### config.mk
export PLATFORM = sky130hd
export DESIGN_NAME = http_message_body_deframer
export DESIGN_NICKNAME = d
export VERILOG_FILES = /design/src/hw/rtl/hmbd_pkg.sv /design/src/hw/rtl/hmbd_front.sv /design/src/hw/rtl/hmbd_back.sv /design/src/hw/rtl/http_message_body_deframer.sv
export SDC_FILE = /design/constraint.sdc
export NUM_CORES = 1
export LEC_CHECK = 0
export BUFFER_PORTS_ARGS = -buffer_cell sky130_fd_sc_hd__buf_2
export CAP_MARGIN = 20
export CELL_PAD_IN_SITES_DETAIL_PLACEMENT = 2
export CELL_PAD_IN_SITES_GLOBAL_PLACEMENT = 2
export CORE_ASPECT_RATIO = 1.4
export CORE_UTILIZATION = 40
export DETAILED_ROUTE_END_ITERATION = 7
export GPL_ROUTABILITY_DRIVEN = 0
export PLACE_DENSITY = 0.85
export RECOVER_POWER = 100
export SLEW_MARGIN = 20
export SYNTH_ARGS = -nofsm -noshare
export SYNTH_HDL_FRONTEND = slang
export SYNTH_SLANG_ARGS = --single-unit
### constraint.sdc
create_clock -name clk -period 4.53 [get_ports clk]
set_input_delay 0 -clock clk [delete_from_list [all_inputs] [get_ports clk]]
set_output_delay 0 -clock clk [all_outputs]
set_load 0.05 [all_outputs]
### src/hw/rtl/hmbd_pkg.sv
// Package for the HTTP message body deframer: parse phases, constants, queue entry type.
// Used by hmbd_front, hmbd_back and the top level.
package hmbd_pkg;

	localparam int LEN_BITS = 32;
	localparam int QUEUE_DEPTH = 2;
	localparam int QPTR_BITS = 1;

	localparam logic [7:0] CL_LEN = 8'd14;
	localparam logic [7:0] TE_LEN = 8'd17;
	localparam logic [2:0] CH_LEN = 3'd7;

	localparam logic [7:0] CH_LF = 8'h0a;
	localparam logic [7:0] CH_CR = 8'h0d;
	localparam logic [7:0] CH_SP = 8'h20;
	localparam logic [7:0] CH_TAB = 8'h09;
	localparam logic [7:0] CH_COLON = 8'h3a;

	typedef enum logic [3:0] {
		PH_LINE0   = 4'd0,
		PH_STATUS  = 4'd1,
		PH_LSKIP   = 4'd2,
		PH_HNAME   = 4'd3,
		PH_CLVAL   = 4'd4,
		PH_TEVAL   = 4'd5,
		PH_HSKIP   = 4'd6,
		PH_BODY    = 4'd7,
		PH_CSIZE   = 4'd8,
		PH_CEXT    = 4'd9,
		PH_CDATA   = 4'd10,
		PH_CTAIL   = 4'd11,
		PH_TRAILER = 4'd12
	} phase_t;

	typedef struct packed {
		logic       kind;
		logic [7:0] data;
		logic [9:0] status;
		logic       req;
		logic       last;
	} result_t;

	function automatic logic [7:0] upcase(input logic [7:0] b);
		return (b >= 8'h61 && b <= 8'h7a) ? b - 8'd32 : b;
	endfunction

	function automatic logic [7:0] cl_char(input logic [7:0] i);
		logic [7:0] c;
		case (i)
			8'd0: c = "C";  8'd1: c = "O";  8'd2: c = "N";  8'd3: c = "T";
			8'd4: c = "E";  8'd5: c = "N";  8'd6: c = "T";  8'd7: c = "-";
			8'd8: c = "L";  8'd9: c = "E";  8'd10: c = "N"; 8'd11: c = "G";
			8'd12: c = "T"; 8'd13: c = "H";
			default: c = 8'h00;
		endcase
		return c;
	endfunction

	function automatic logic [7:0] te_char(input logic [7:0] i);
		logic [7:0] c;
		case (i)
			8'd0: c = "T";  8'd1: c = "R";  8'd2: c = "A";  8'd3: c = "N";
			8'd4: c = "S";  8'd5: c = "F";  8'd6: c = "E";  8'd7: c = "R";
			8'd8: c = "-";  8'd9: c = "E";  8'd10: c = "N"; 8'd11: c = "C";
			8'd12: c = "O"; 8'd13: c = "D"; 8'd14: c = "I"; 8'd15: c = "N";
			8'd16: c = "G";
			default: c = 8'h00;
		endcase
		return c;
	endfunction

	function automatic logic [7:0] ch_char(input logic [2:0] i);
		logic [7:0] c;
		case (i)
			3'd0: c = "C"; 3'd1: c = "H"; 3'd2: c = "U"; 3'd3: c = "N";
			3'd4: c = "K"; 3'd5: c = "E"; 3'd6: c = "D";
			default: c = 8'h00;
		endcase
		return c;
	endfunction

	function automatic logic [7:0] http_char(input logic [1:0] i);
		logic [7:0] c;
		case (i)
			2'd0: c = "H"; 2'd1: c = "T"; 2'd2: c = "T";
			default: c = "P";
		endcase
		return c;
	endfunction

endpackage

### src/hw/rtl/hmbd_front.sv
// Front end: parses each received byte and classifies it into at most one result.
// Depends on hmbd_pkg.
module hmbd_front (
	input  logic               clk,
	input  logic               arst_n,
	input  logic               take,
	input  logic [7:0]         rx_byte,
	output logic               res_valid,
	output hmbd_pkg::result_t  res
);
	import hmbd_pkg::*;

	phase_t                ph_q;
	logic [7:0]            pos_q;
	logic [9:0]            stat_q;
	logic                  req_q;
	logic [1:0]            cand_q;
	logic [2:0]            vm_q;
	logic [LEN_BITS-1:0]   blen_q;
	logic                  chunked_q;
	logic [LEN_BITS-1:0]   cleft_q;

	phase_t                ph_d;
	logic [7:0]            pos_d;
	logic [9:0]            stat_d;
	logic                  req_d;
	logic [1:0]            cand_d;
	logic [2:0]            vm_d;
	logic [LEN_BITS-1:0]   blen_d;
	logic                  chunked_d;
	logic [LEN_BITS-1:0]   cleft_d;

	localparam logic [LEN_BITS-1:0] LMAX = '1;
	// saturation thresholds: 10*v+d overflows iff v > (max-d)/10
	localparam logic [LEN_BITS-1:0] DEC_LIM = LMAX / 10;
	localparam logic [3:0] DEC_REM = 4'(LMAX % 10);

	logic [7:0] u;
	logic       is_dig;
	logic [3:0] dig;
	logic       is_hex;
	logic [3:0] hx;
	logic [13:0] stat_next;
	logic [LEN_BITS+3:0] blen_x10;
	logic       clear;
	logic       dec_ovf;

	always_comb begin
		u = upcase(rx_byte);
		is_dig = rx_byte >= "0" && rx_byte <= "9";
		dig = rx_byte[3:0];
		is_hex = is_dig || (u >= "A" && u <= "F");
		hx = is_dig ? rx_byte[3:0] : 4'(u[3:0] + 4'd9);
		stat_next = 14'({stat_q, 3'b000}) + 14'({stat_q, 1'b0}) + 14'(dig);
		blen_x10 = ({4'd0, blen_q} << 3) + ({4'd0, blen_q} << 1) + (LEN_BITS+4)'(dig);
		dec_ovf = (blen_q > DEC_LIM) || (blen_q == DEC_LIM && dig > DEC_REM);

		ph_d = ph_q; pos_d = pos_q; stat_d = stat_q; req_d = req_q;
		cand_d = cand_q; vm_d = vm_q; blen_d = blen_q; chunked_d = chunked_q;
		cleft_d = cleft_q;
		clear = 1'b0;
		res_valid = 1'b0;
		res.kind = 1'b0;
		res.data = rx_byte;
		res.status = stat_q;
		res.req = req_q;
		res.last = 1'b0;

		case (ph_q)
			PH_LINE0: begin
				if (rx_byte == CH_LF) begin
					if (pos_q != 8'd0) begin
						if (pos_q < 8'd4) req_d = 1'b1;
						ph_d = PH_HNAME; pos_d = '0; cand_d = 2'b11; vm_d = '0;
					end
				end else if (rx_byte == CH_CR) begin
				end else if (pos_q < 8'd4) begin
					if (rx_byte != http_char(pos_q[1:0])) begin
						req_d = 1'b1; ph_d = PH_LSKIP;
					end else pos_d = pos_q + 8'd1;
				end else if (rx_byte == CH_SP) ph_d = PH_STATUS;
			end
			PH_STATUS: begin
				if (rx_byte == CH_LF) begin
					ph_d = PH_HNAME; pos_d = '0; cand_d = 2'b11; vm_d = '0;
				end else if (is_dig) begin
					stat_d = (stat_next > 14'd999) ? 10'd999 : stat_next[9:0];
				end else ph_d = PH_LSKIP;
			end
			PH_LSKIP, PH_HSKIP: begin
				if (rx_byte == CH_LF) begin
					ph_d = PH_HNAME; pos_d = '0; cand_d = 2'b11; vm_d = '0;
				end
			end
			PH_HNAME: begin
				if (rx_byte == CH_CR) begin
				end else if (rx_byte == CH_LF) begin
					if (pos_q == 8'd0) begin
						if (chunked_q) begin
							ph_d = PH_CSIZE; cleft_d = '0;
						end else if (blen_q != '0) ph_d = PH_BODY;
						else begin
							res_valid = 1'b1; res.kind = 1'b1; res.data = '0;
							res.last = 1'b1; clear = 1'b1;
						end
					end else begin
						pos_d = '0; cand_d = 2'b11; vm_d = '0;
					end
				end else if (rx_byte == CH_COLON) begin
					if (cand_q[0] && pos_q == CL_LEN) begin
						ph_d = PH_CLVAL; blen_d = '0; pos_d = '0;
					end else if (cand_q[1] && pos_q == TE_LEN) begin
						ph_d = PH_TEVAL; vm_d = '0;
					end else ph_d = PH_HSKIP;
				end else begin
					if (pos_q >= CL_LEN || cl_char(pos_q) != u) cand_d[0] = 1'b0;
					if (pos_q >= TE_LEN || te_char(pos_q) != u) cand_d[1] = 1'b0;
					if (pos_q != 8'd255) pos_d = pos_q + 8'd1;
				end
			end
			PH_CLVAL: begin
				if (rx_byte == CH_LF) begin
					ph_d = PH_HNAME; pos_d = '0; cand_d = 2'b11; vm_d = '0;
				end else if (is_dig) begin
					blen_d = dec_ovf ? LMAX : blen_x10[LEN_BITS-1:0];
					pos_d = 8'd1;
				end else if ((rx_byte == CH_SP || rx_byte == CH_TAB) && pos_q == 8'd0) begin
				end else ph_d = PH_HSKIP;
			end
			PH_TEVAL: begin
				if (rx_byte == CH_LF) begin
					if (vm_q == CH_LEN) chunked_d = 1'b1;
					ph_d = PH_HNAME; pos_d = '0; cand_d = 2'b11; vm_d = '0;
				end else if (rx_byte == CH_CR) begin
				end else if ((rx_byte == CH_SP || rx_byte == CH_TAB) && vm_q == 3'd0) begin
				end else if (vm_q < CH_LEN && u == ch_char(vm_q)) vm_d = vm_q + 3'd1;
				else ph_d = PH_HSKIP;
			end
			PH_BODY: begin
				blen_d = blen_q - 1'b1;
				res_valid = 1'b1;
				if (blen_q == {{(LEN_BITS-1){1'b0}}, 1'b1}) begin
					res.last = 1'b1; clear = 1'b1;
				end
			end
			PH_CSIZE, PH_CEXT: begin
				if (rx_byte == CH_LF) begin
					if (cleft_q == '0) begin
						res_valid = 1'b1; res.kind = 1'b1; res.data = '0; res.last = 1'b1;
						ph_d = PH_TRAILER; pos_d = '0;
					end else ph_d = PH_CDATA;
				end else if (ph_q == PH_CSIZE) begin
					if (is_hex)
						cleft_d = (cleft_q[LEN_BITS-1 -: 4] != 4'd0) ? LMAX
							: {cleft_q[LEN_BITS-5:0], hx};
					else ph_d = PH_CEXT;
				end
			end
			PH_CDATA: begin
				res_valid = 1'b1;
				cleft_d = cleft_q - 1'b1;
				if (cleft_q == {{(LEN_BITS-1){1'b0}}, 1'b1}) ph_d = PH_CTAIL;
			end
			PH_CTAIL: begin
				if (rx_byte == CH_LF) begin
					ph_d = PH_CSIZE; cleft_d = '0;
				end
			end
			PH_TRAILER: begin
				if (rx_byte == CH_CR) begin
				end else if (rx_byte == CH_LF) begin
					if (pos_q == 8'd0) clear = 1'b1;
					else pos_d = '0;
				end else pos_d = 8'd1;
			end
			default: clear = 1'b1;
		endcase

		if (clear) begin
			ph_d = PH_LINE0; pos_d = '0; stat_d = '0; req_d = 1'b0; cand_d = 2'b11;
			vm_d = '0; blen_d = '0; chunked_d = 1'b0; cleft_d = '0;
		end
	end

	always_ff @(posedge clk or negedge arst_n) begin
		if (!arst_n) begin
			ph_q <= PH_LINE0; pos_q <= '0; stat_q <= '0; req_q <= 1'b0;
			cand_q <= 2'b11; vm_q <= '0; blen_q <= '0; chunked_q <= 1'b0;
			cleft_q <= '0;
		end else if (take) begin
			ph_q <= ph_d; pos_q <= pos_d; stat_q <= stat_d; req_q <= req_d;
			cand_q <= cand_d; vm_q <= vm_d; blen_q <= blen_d; chunked_q <= chunked_d;
			cleft_q <= cleft_d;
		end
	end

	a_stat_range: assert property (@(posedge clk) disable iff (!arst_n) stat_q <= 10'd999)
		else $error("status above 999");
	a_body_len: assert property (@(posedge clk) disable iff (!arst_n)
		ph_q == PH_BODY |-> blen_q != '0) else $error("body phase with zero length");
	a_cdata_len: assert property (@(posedge clk) disable iff (!arst_n)
		ph_q == PH_CDATA |-> cleft_q != '0) else $error("chunk data with zero left");
	a_req_status: assert property (@(posedge clk) disable iff (!arst_n)
		req_q |-> stat_q == '0) else $error("request with status");
endmodule

### src/hw/rtl/hmbd_back.sv
// Back end: short result queue, read out directly towards the consumer.
// Depends on hmbd_pkg.
module hmbd_back (
	input  logic               clk,
	input  logic               arst_n,
	input  logic               push,
	input  hmbd_pkg::result_t  push_res,
	output logic               full,
	output logic               out_valid,
	input  logic               out_stall,
	output hmbd_pkg::result_t  out_res
);
	import hmbd_pkg::*;

	result_t              mem_q [QUEUE_DEPTH];
	logic [QPTR_BITS-1:0] wr_q, rd_q;
	logic [QPTR_BITS:0]   cnt_q;
	logic                 pop;

	assign full = cnt_q == (QPTR_BITS+1)'(QUEUE_DEPTH);
	assign out_valid = cnt_q != '0;
	assign out_res = mem_q[rd_q];
	assign pop = out_valid && !out_stall;

	always_ff @(posedge clk) begin
		if (push) mem_q[wr_q] <= push_res;
	end

	always_ff @(posedge clk or negedge arst_n) begin
		if (!arst_n) begin
			wr_q <= '0; rd_q <= '0; cnt_q <= '0;
		end else begin
			if (push) wr_q <= wr_q + 1'b1;
			if (pop) rd_q <= rd_q + 1'b1;
			cnt_q <= cnt_q + (QPTR_BITS+1)'(push) - (QPTR_BITS+1)'(pop);
		end
	end

	a_no_over: assert property (@(posedge clk) disable iff (!arst_n) push |-> !full)
		else $error("push into full queue");
	a_cnt: assert property (@(posedge clk) disable iff (!arst_n)
		cnt_q <= (QPTR_BITS+1)'(QUEUE_DEPTH)) else $error("queue count out of range");
	a_hold: assert property (@(posedge clk) disable iff (!arst_n)
		out_valid && out_stall |=> out_valid) else $error("stalled result lost");
endmodule

### src/hw/rtl/http_message_body_deframer.sv
// Top level of the HTTP message body deframer.
// Depends on hmbd_pkg, hmbd_front and hmbd_back.
//
// Takes one byte of an HTTP stream per cycle and hands out body bytes and a
// message-complete mark, each tagged with status and request flag. Every byte
// goes through the parser front end; results wait in a two-entry
// queue, so input keeps flowing at one byte per cycle while the consumer takes
// results, and stalls only when the queue is full.
module http_message_body_deframer (
	input  logic       clk,
	input  logic       arst_n,
	input  logic       in_valid,
	output logic       in_stall,
	input  logic [7:0] rx_byte,
	output logic       out_valid,
	input  logic       out_stall,
	output logic       item_kind,
	output logic [7:0] body_byte,
	output logic [9:0] status_code,
	output logic       is_request,
	output logic       message_last
);
	import hmbd_pkg::*;

	logic    take;
	logic    res_valid;
	logic    full;
	result_t res, out_res;

	assign in_stall = full;
	assign take = in_valid && !full;

	hmbd_front u_front (
		.clk(clk), .arst_n(arst_n), .take(take), .rx_byte(rx_byte),
		.res_valid(res_valid), .res(res)
	);

	hmbd_back u_back (
		.clk(clk), .arst_n(arst_n), .push(take && res_valid), .push_res(res),
		.full(full), .out_valid(out_valid), .out_stall(out_stall), .out_res(out_res)
	);

	assign item_kind = out_res.kind;
	assign body_byte = out_res.data;
	assign status_code = out_res.status;
	assign is_request = out_res.req;
	assign message_last = out_res.last;
endmodule

==> results of run 1 <==
[report_power, final]
group | switching, mW | internal [mW]
clock | 0.626 | 0.922
sequential | 0.359 | 1.50
combinational | 2.59 | 1.33
[worst reg2reg max path: stages (launching register included)]
cell and delay (ns):
dfrtp_1 0.44, inv_1 0.28, ha_1 0.37, nor3b_1 0.46
nand4_1 0.33, o2bb2ai_1 0.44, a21oi_1 0.19, clkbuf_1 0.40
and3_1 0.38, nor3_1 0.35, a21boi_0 0.34, a21o_1 0.13
[layout make-up]
type | instances | share of cell area [%]
multi-input combinational | 1197 | 59.4
tap | 385 | 3.59
timing repair buffer | 84 | 3.75
clock inverter | 14 | 1.42
sequential | 139 | 27.5
inverter | 43 | 1.20
clock buffer | 18 | 3.19
[stage by stage]
stage / hold slack (ns) / setup slack (ns) / area [um2] / total power, mW
2_1_floorplan: -0.296 / 0.715 / 12200 / 4.51
3_3_place_gp: 0.0920 / 0.844 / 12800 / 5.49
3_5_place_dp: 0.0921 / 0.648 / 12800 / 5.73
4_1_cts: 0.0837 / 0.552 / 13500 / 7.35
5_1_grt: 0.189 / 0.172 / 13400 / 7.77
6_report: 0.162 / 0.376 / 13400 / 7.33
[repair_timing]
action,CTS,global route
resized for setup,0,0
setup endpoints to repair,0,0
hold endpoints to repair,55,0
hold buffers,6,0
[state kept, by name, indices dropped and copies added (netlist names)]
name and count:
u_front.req_q 1, u_back.wr_q 1, u_front.stat_q 10, u_front.vm_q 3
u_back.cnt_q 2, u_front.cleft_q 32, u_front.pos_q 8, u_front.ph_q 4
u_back.rd_q 1, u_front.chunked_q 1, u_front.blen_q 32, u_back.mem_q 42
u_front.cand_q 2
[cell usage in the layout (no fill, tap or decap), types with 22 or more instances in the layout]
cell type	n
nand3_1	36
a31oi_1	29
inv_1	43
dfrtp_1	95
xor2_1	22
xnor2_1	27
nor3_1	52
ha_1	106
nor2_1	126
clkbuf_1	32
nor4_1	26
buf_4	37
mux2_2	25
o21ai_0	191
a21oi_1	91
nand2_1	117
a21o_1	27
edfxtp_1	42
[worst max-delay path by stage]
stage	startpoint	to	slack, ns	cells past startpoint
global placement	u_front.pos_q[1]	u_front.cleft_q[2]	0.84	10
global route	u_front.pos_q[1]	u_front.blen_q[17]	0.17	13
CTS	u_front.blen_q[19]	u_back.cnt_q[1]	0.55	12
floorplan	u_front.blen_q[19]	u_back.mem_q[1][0]	0.71	10
detailed placement	u_front.blen_q[19]	u_back.cnt_q[1]	0.65	12
finish	u_front.pos_q[1]	u_front.cand_q[1]	0.38	11
[per-layer routing]
| layer | GRT usage (%) | share of wire, % |
|---|---|---|
| met4 | 16.1 | 4.1 |
| met5 | 0 | 0 |
| met3 | 3.71 | 3.1 |
| met2 | 59.8 | 55 |
| met1 | 33.8 | 38 |
[cell families after synthesis]
logic type / share of synthesized area [%]
compound gates: 27.0
simple gates: 20.3
mux: 3.00
fa+ha+maj: 11.7
buf+inv: 4.09
flops: 30.4
xor+xnor: 3.53
[Yosys cell counts (8+ instances only)]
| cell type | n |
|---|---|
| xnor2_1 | 27 |
| a31oi_1 | 30 |
| nand4_1 | 12 |
| mux2_2 | 25 |
| or4_1 | 10 |
| xor2_1 | 22 |
| nand3_1 | 36 |
| ha_1 | 106 |
| o21a_1 | 15 |
| inv_1 | 43 |
| nand2b_1 | 16 |
| o21ai_0 | 190 |
| edfxtp_1 | 42 |
| or3_1 | 9 |
| clkbuf_1 | 65 |
| nand2_1 | 117 |
| o31ai_1 | 16 |
| nor3_1 | 53 |
| nor2b_1 | 12 |
| and2_1 | 16 |
| o211ai_1 | 13 |
| dfrtp_1 | 95 |
| nor4_1 | 27 |
| a21boi_0 | 8 |
| a211oi_1 | 13 |
| o22ai_1 | 8 |
| a21o_1 | 27 |
| nor2_1 | 126 |
| a22o_1 | 17 |
| a21oi_1 | 90 |
| and3_1 | 11 |
| nor3b_1 | 10 |
| and4_1 | 8 |
==> impl_metrics.toml, run 1 <==
[worst_setup_path]
critPathArrivalTime_ns = 4.56
worstSetupEndpointType = "register"
crit_chain = "inv_1 > ha_1 > nor3b_1 > nand4_1 > o2bb2ai_1 > a21oi_1 > clkbuf_1 > and3_1 > nor3_1 > a21boi_0 > a21o_1"
cp-start-kind = "register"
required_ns = 4.94
cp_max_fo = 14
path_class = "reg2reg"
crit_family = "simple AND/OR/NAND/NOR gates"
timing.critical_path.slowest_stage_cell = "nor3b_1"
r2r_setup_slack_ns = 0.38
r2r_end = "u_front.cand_q[1]"
rr_startpoint = "u_front.pos_q[1]"
cp.buffers_inverters = 2
critPathMaxStageDelay_ns = 0.46
reg2reg_depth = 11

[min_path]
min_to = "u_front.chunked_q"
hold_start = "in_valid"
hp-class = "in2reg"
holdPathStages = 4

[finish]
fin_util_pct = 44.9
fin_cells = 1880
regArea_um2 = 3690
nets = 1604
fillers = 3348
multiInputGateArea_um2 = 7980
layout-drive-gt1-share_pct = 8.96
n_antenna_cell = 0
syn_to_final_growth_pct = 10.5

[clock_tree]
numCtsBuffers = 17
cts-htree-levels = 4
cts_buffer_depth = 2
cts_setup_buffers = 0
insertion_delay_ns = 0.46
cts_tree = "done"
cts_root_buf = "clkbuf_16"
clock-sinks = 139
cts.clk_slew.worst_paths_ns = 0.06

[route]
num_vias = 12200
drc = 0
final_antenna_net_count = 0
wl_mm = 47.8
viasPerCell = 6.51
drtIter0Drc = 540
wl_per_cell_um = 25.4
drtPass1Iterations = 4

[floorplan]
placementRows = 75
die_h_um = 208
io_pins = 35
core_um2 = 29900
die_w_um = 149
fp.dieArea_um2 = 31100
start_util_pct = 40.6

[global_routing]
track_usage_pct = 31.7
grt_pass1_vias = 13800
grt_max_degree = 52
grt_pass1_wl_mm = 76.6
antenna_found_initial = 0
grt_remaining_overflow = 0

[logic_synthesis]
syn_avg_cell_area_um2 = 8.32
synth_top_area_cell = "dfrtp_1"
synth_flop_cell = "dfrtp_1"
ys_seq_area_share_pct = 30.4
synth_edf_count = 42
synthArstFlopShare_pct = 69.8
ys_types = 90
netlist_area_um2 = 12200
ys_ff_latch = 139
synth.area.top_cells = "dfrtp_1 (20%), ha_1 (11%), edfxtp_1 (10%)"
ys_warn_count = 0
syn-num-nets = 1583
synth_cells = 1461
synth_top_area_share_pct = 19.6

[pwr]
power-per-cell-area_nw_per_um2 = 545
leakage_nw = 5.69
vdd_drop_max_mv = 0.251

[sta]
fin_crit_sh_pct = 91.7
drv_slew = 48
setup_violations = 0
slew-limit-headroom_pct = -108
rsz0062_at_grt = "false"
period_needed_ns = 4.15
final.setup.tns_ns = 0
hold_viol = 0
fmax_mhz = 241
clock-skew-final_ns = 0.0133
worst_pin_slew_ns = 3.12

[placement]
dp.cells = 1841
hpwlAfterDp_mm = 34.0
io_buffer_count = 34

[outcome]
outcome = "finished with violations"
violations = "capacitance limit, slew limit"

[run]
cap_violations = 1
No activity file was read; power rests on OpenSTA's default activity.
==> inputs of run 2 (changes only) <==
--- a/config.mk
+++ b/config.mk
@@ -5,12 +5,13 @@
 export SDC_FILE = /design/constraint.sdc
 export NUM_CORES = 1
 export LEC_CHECK = 0
+export ABC_AREA = 1
 export BUFFER_PORTS_ARGS = -buffer_cell sky130_fd_sc_hd__buf_2
 export CAP_MARGIN = 20
 export CELL_PAD_IN_SITES_DETAIL_PLACEMENT = 2
 export CELL_PAD_IN_SITES_GLOBAL_PLACEMENT = 2
 export CORE_ASPECT_RATIO = 1.4
-export CORE_UTILIZATION = 40
+export CORE_UTILIZATION = 36
 export DETAILED_ROUTE_END_ITERATION = 7
 export GPL_ROUTABILITY_DRIVEN = 0
 export PLACE_DENSITY = 0.85
==> run 2 against run 1 <==
Net effect:
- the run still ends with capacitance limit, slew limit left
- first-iteration DRC count is 53% higher
- global-route usage is 1.1 points lower
- maximum frequency rose by 0.50%
- combinational power grew 41%
- die area up 20%
- via count up 16%
==> impl_metrics.toml, run 2 <==
[logic_synthesis]
synth_cells = 2017
synth_flop_cell = "dfrtp_1"
ys_warn_count = 0
synth_top_area_cell = "dfrtp_1"
ys_ff_latch = 139
synth_top_cells_by_count = "nand2_1 (619), inv_1 (236), nor2_1 (226)"
synth_edf_count = 42
syn_avg_cell_area_um2 = 6.50
synth.area.top_cells = "dfrtp_1 (18%), nand2_1 (18%), ha_1 (10%)"
ys_types = 50
netlist_area_um2 = 13100
ys_seq_area_share_pct = 28.2
syn-num-nets = 2139
synth_most_common_cell = "nand2_1"
synthArstFlopShare_pct = 69.8
synth_top_area_share_pct = 18.1

[floorplan]
placementRows = 82
core_um2 = 35800
io_pins = 35
start_util_pct = 36.6
fp.dieArea_um2 = 37200
die_w_um = 163
die_h_um = 228

[worst_setup_path]
cp_max_fo = 10
path_class = "reg2reg"
critPathArrivalTime_ns = 4.52
required_ns = 4.92
cp-start-kind = "register"
worstSetupEndpointType = "register"

[sta]
setup_violations = 0
fmax_mhz = 242
drv_slew = 50
final.setup.tns_ns = 0
worst_pin_slew_ns = 3.11
rsz0062_at_grt = "false"
slew-limit-headroom_pct = -107
fin_crit_sh_pct = 91.3
clock-skew-final_ns = 0.0132
hold_viol = 0
period_needed_ns = 4.13

[clock_tree]
cts.clk_slew.worst_paths_ns = 0.06
cts-htree-levels = 4
numCtsBuffers = 17
cts_buffer_depth = 2
insertion_delay_ns = 0.47
cts_setup_buffers = 0
cts-resized-gates = 0
cts_root_buf = "clkbuf_16"
cts_tree = "done"
hold_buffers = 6
clock-sinks = 139

[run]
cap_violations = 1

[route]
num_vias = 14200
final_antenna_net_count = 0
drtIter0Drc = 824
drc = 0
wl_mm = 55.8
wl_per_cell_um = 22.2
drtPass1Iterations = 7
viasPerCell = 5.67

[global_routing]
grt_max_degree = 58
antenna_found_initial = 0
grt_pass1_wl_mm = 88.4
grt_pass1_vias = 16300
track_usage_pct = 30.6
grt_remaining_overflow = 0

[pwr]
pwr-share-seq_pct = 22.7
comb_power_share_pct = 61.2
vdd_drop_max_mv = 0.459
leakage_nw = 7.28
clock_power_share_pct = 16.1
p_sw_share_pct = 56.6
p_int_mw = 3.91
power-per-cell-area_nw_per_um2 = 631
p_sw_mw = 5.10

[finish]
layout_common_cells = "nand2_1 (619), inv_1 (236), nor2_1 (224), o21ai_0 (179), nand3_1 (148)"
final_common_cell = "nand2_1"
regArea_um2 = 3690
fillers = 4387
n_antenna_cell = 0
top_register = "u_back.mem_q"
largest_register_ffs = 42
nets = 2158
layout-drive-gt1-share_pct = 4.49
fin_util_pct = 39.9
top_regs = "u_back.mem_q: 42 flops, u_front.blen_q: 32 flops, u_front.cleft_q: 32 flops"
multiInputGateArea_um2 = 8230
syn_to_final_growth_pct = 9.08

[outcome]
violations = "capacitance limit, slew limit"
outcome = "finished with violations"

[placement]
hpwlAfterDp_mm = 41.4
io_buffer_count = 34

[min_path]
hp-class = "in2reg"
==> run 2: cell count changes after synthesis, moves of 25 or more <==
cell	previous run	this run
inv_1	43	236
nand2_1	117	619
o21ai_1	3	33
clkbuf_1	65	32
nor2_1	126	226
o21ai_0	190	149
nand3_1	36	147
nand4_1	12	46
mux2_2	25	0
==> run 2: through the flow <==
step           worst slack, ns  hold WS [ns]  total power, mW  cells  area, um2
6_report                 0.396         0.138             9.02   2511      14300
5_1_grt                  0.203         0.152             9.70   2511      14300
4_1_cts                  0.534        0.0124             9.06   2511      14400
3_5_place_dp             0.674         0.116             7.45   2473      13700
3_3_place_gp             0.869         0.113             7.06   2473      13700
2_1_floorplan             1.43        -0.296             5.70   2017      13100
==> run 2: metal layers <==
layer	part of all wire, %	wire (um)	global-route usage, %	vias up
li1	-	-	-	6621
met5	0	0	0	-
met4	6.2	3440	19.1	0
met1	38	21000	31.1	7061
met2	53	29600	57.9	354
met3	3.0	1670	3.69	205
==> run 2: path summary, 6_finish.rpt <==
check / slack (ns) / endpoint / cells after the start / startpoint
max in group asynchronous: 1.37 / u_front.cleft_q[0] / 3 / arst_n
hold reg to reg: 0.49 / u_front.cand_q[1] / 2 / u_front.cand_q[1]
setup reg to reg: 0.40 / u_back.cnt_q[1] / 14 / u_front.pos_q[0]
setup / recovery: 0.40 / u_back.cnt_q[1] / 14 / u_front.pos_q[0]
min in group asynchronous: 1.11 / u_front.pos_q[4] / 2 / arst_n
hold / removal: 0.14 / u_front.chunked_q / 6 / in_valid
==> run 2: power groups by stage <==
stage,clock [mW],sequential [mW],combinational (mW)
2_1_floorplan,0,1.87,3.83
3_3_place_gp,0,2.02,5.04
3_5_place_dp,0,2.05,5.40
4_1_cts,1.45,2.04,5.56
5_1_grt,1.50,2.09,6.12
6_report,1.45,2.05,5.52
==> run 2: area by class of cell <==
type | count | share of cell area [%]
flip-flops and latches | 139 | 25.8
inverters | 247 | 6.50
clock inverters | 15 | 1.07
multi-input cells | 1578 | 57.6
clock buffers | 17 | 2.98
repair buffers | 53 | 1.99
well taps | 462 | 4.04
==> run 2: kinds of logic (layout without fill, tap and decap cells) <==
family / after synthesis / after routing / share of synthesized area (%)
adders and majority gates: 110 / 110 / 10.7
xor gates and xnor gates: 55 / 55 / 3.68
and+or+nand+nor: 1111 / 1111 / 35.7
buffers and inverters: 300 / 332 / 9.03
AOI/OAI and AO/OA: 302 / 302 / 12.6
DFF: 139 / 139 / 28.2
==> run 2: critical path, stage by stage (launching register included) <==
cell and delay [ns]:
dfrtp_1 0.59, inv_1 0.25, ha_1 0.38, nand2_1 0.21, nor2_4 0.09, nand2_2 0.11, inv_2 0.07, nand3_2 0.12
nand2_1 0.23, o31ai_1 1.07, ha_1 0.41, inv_1 0.06, ha_1 0.16, xnor2_1 0.15, xor2_1 0.16
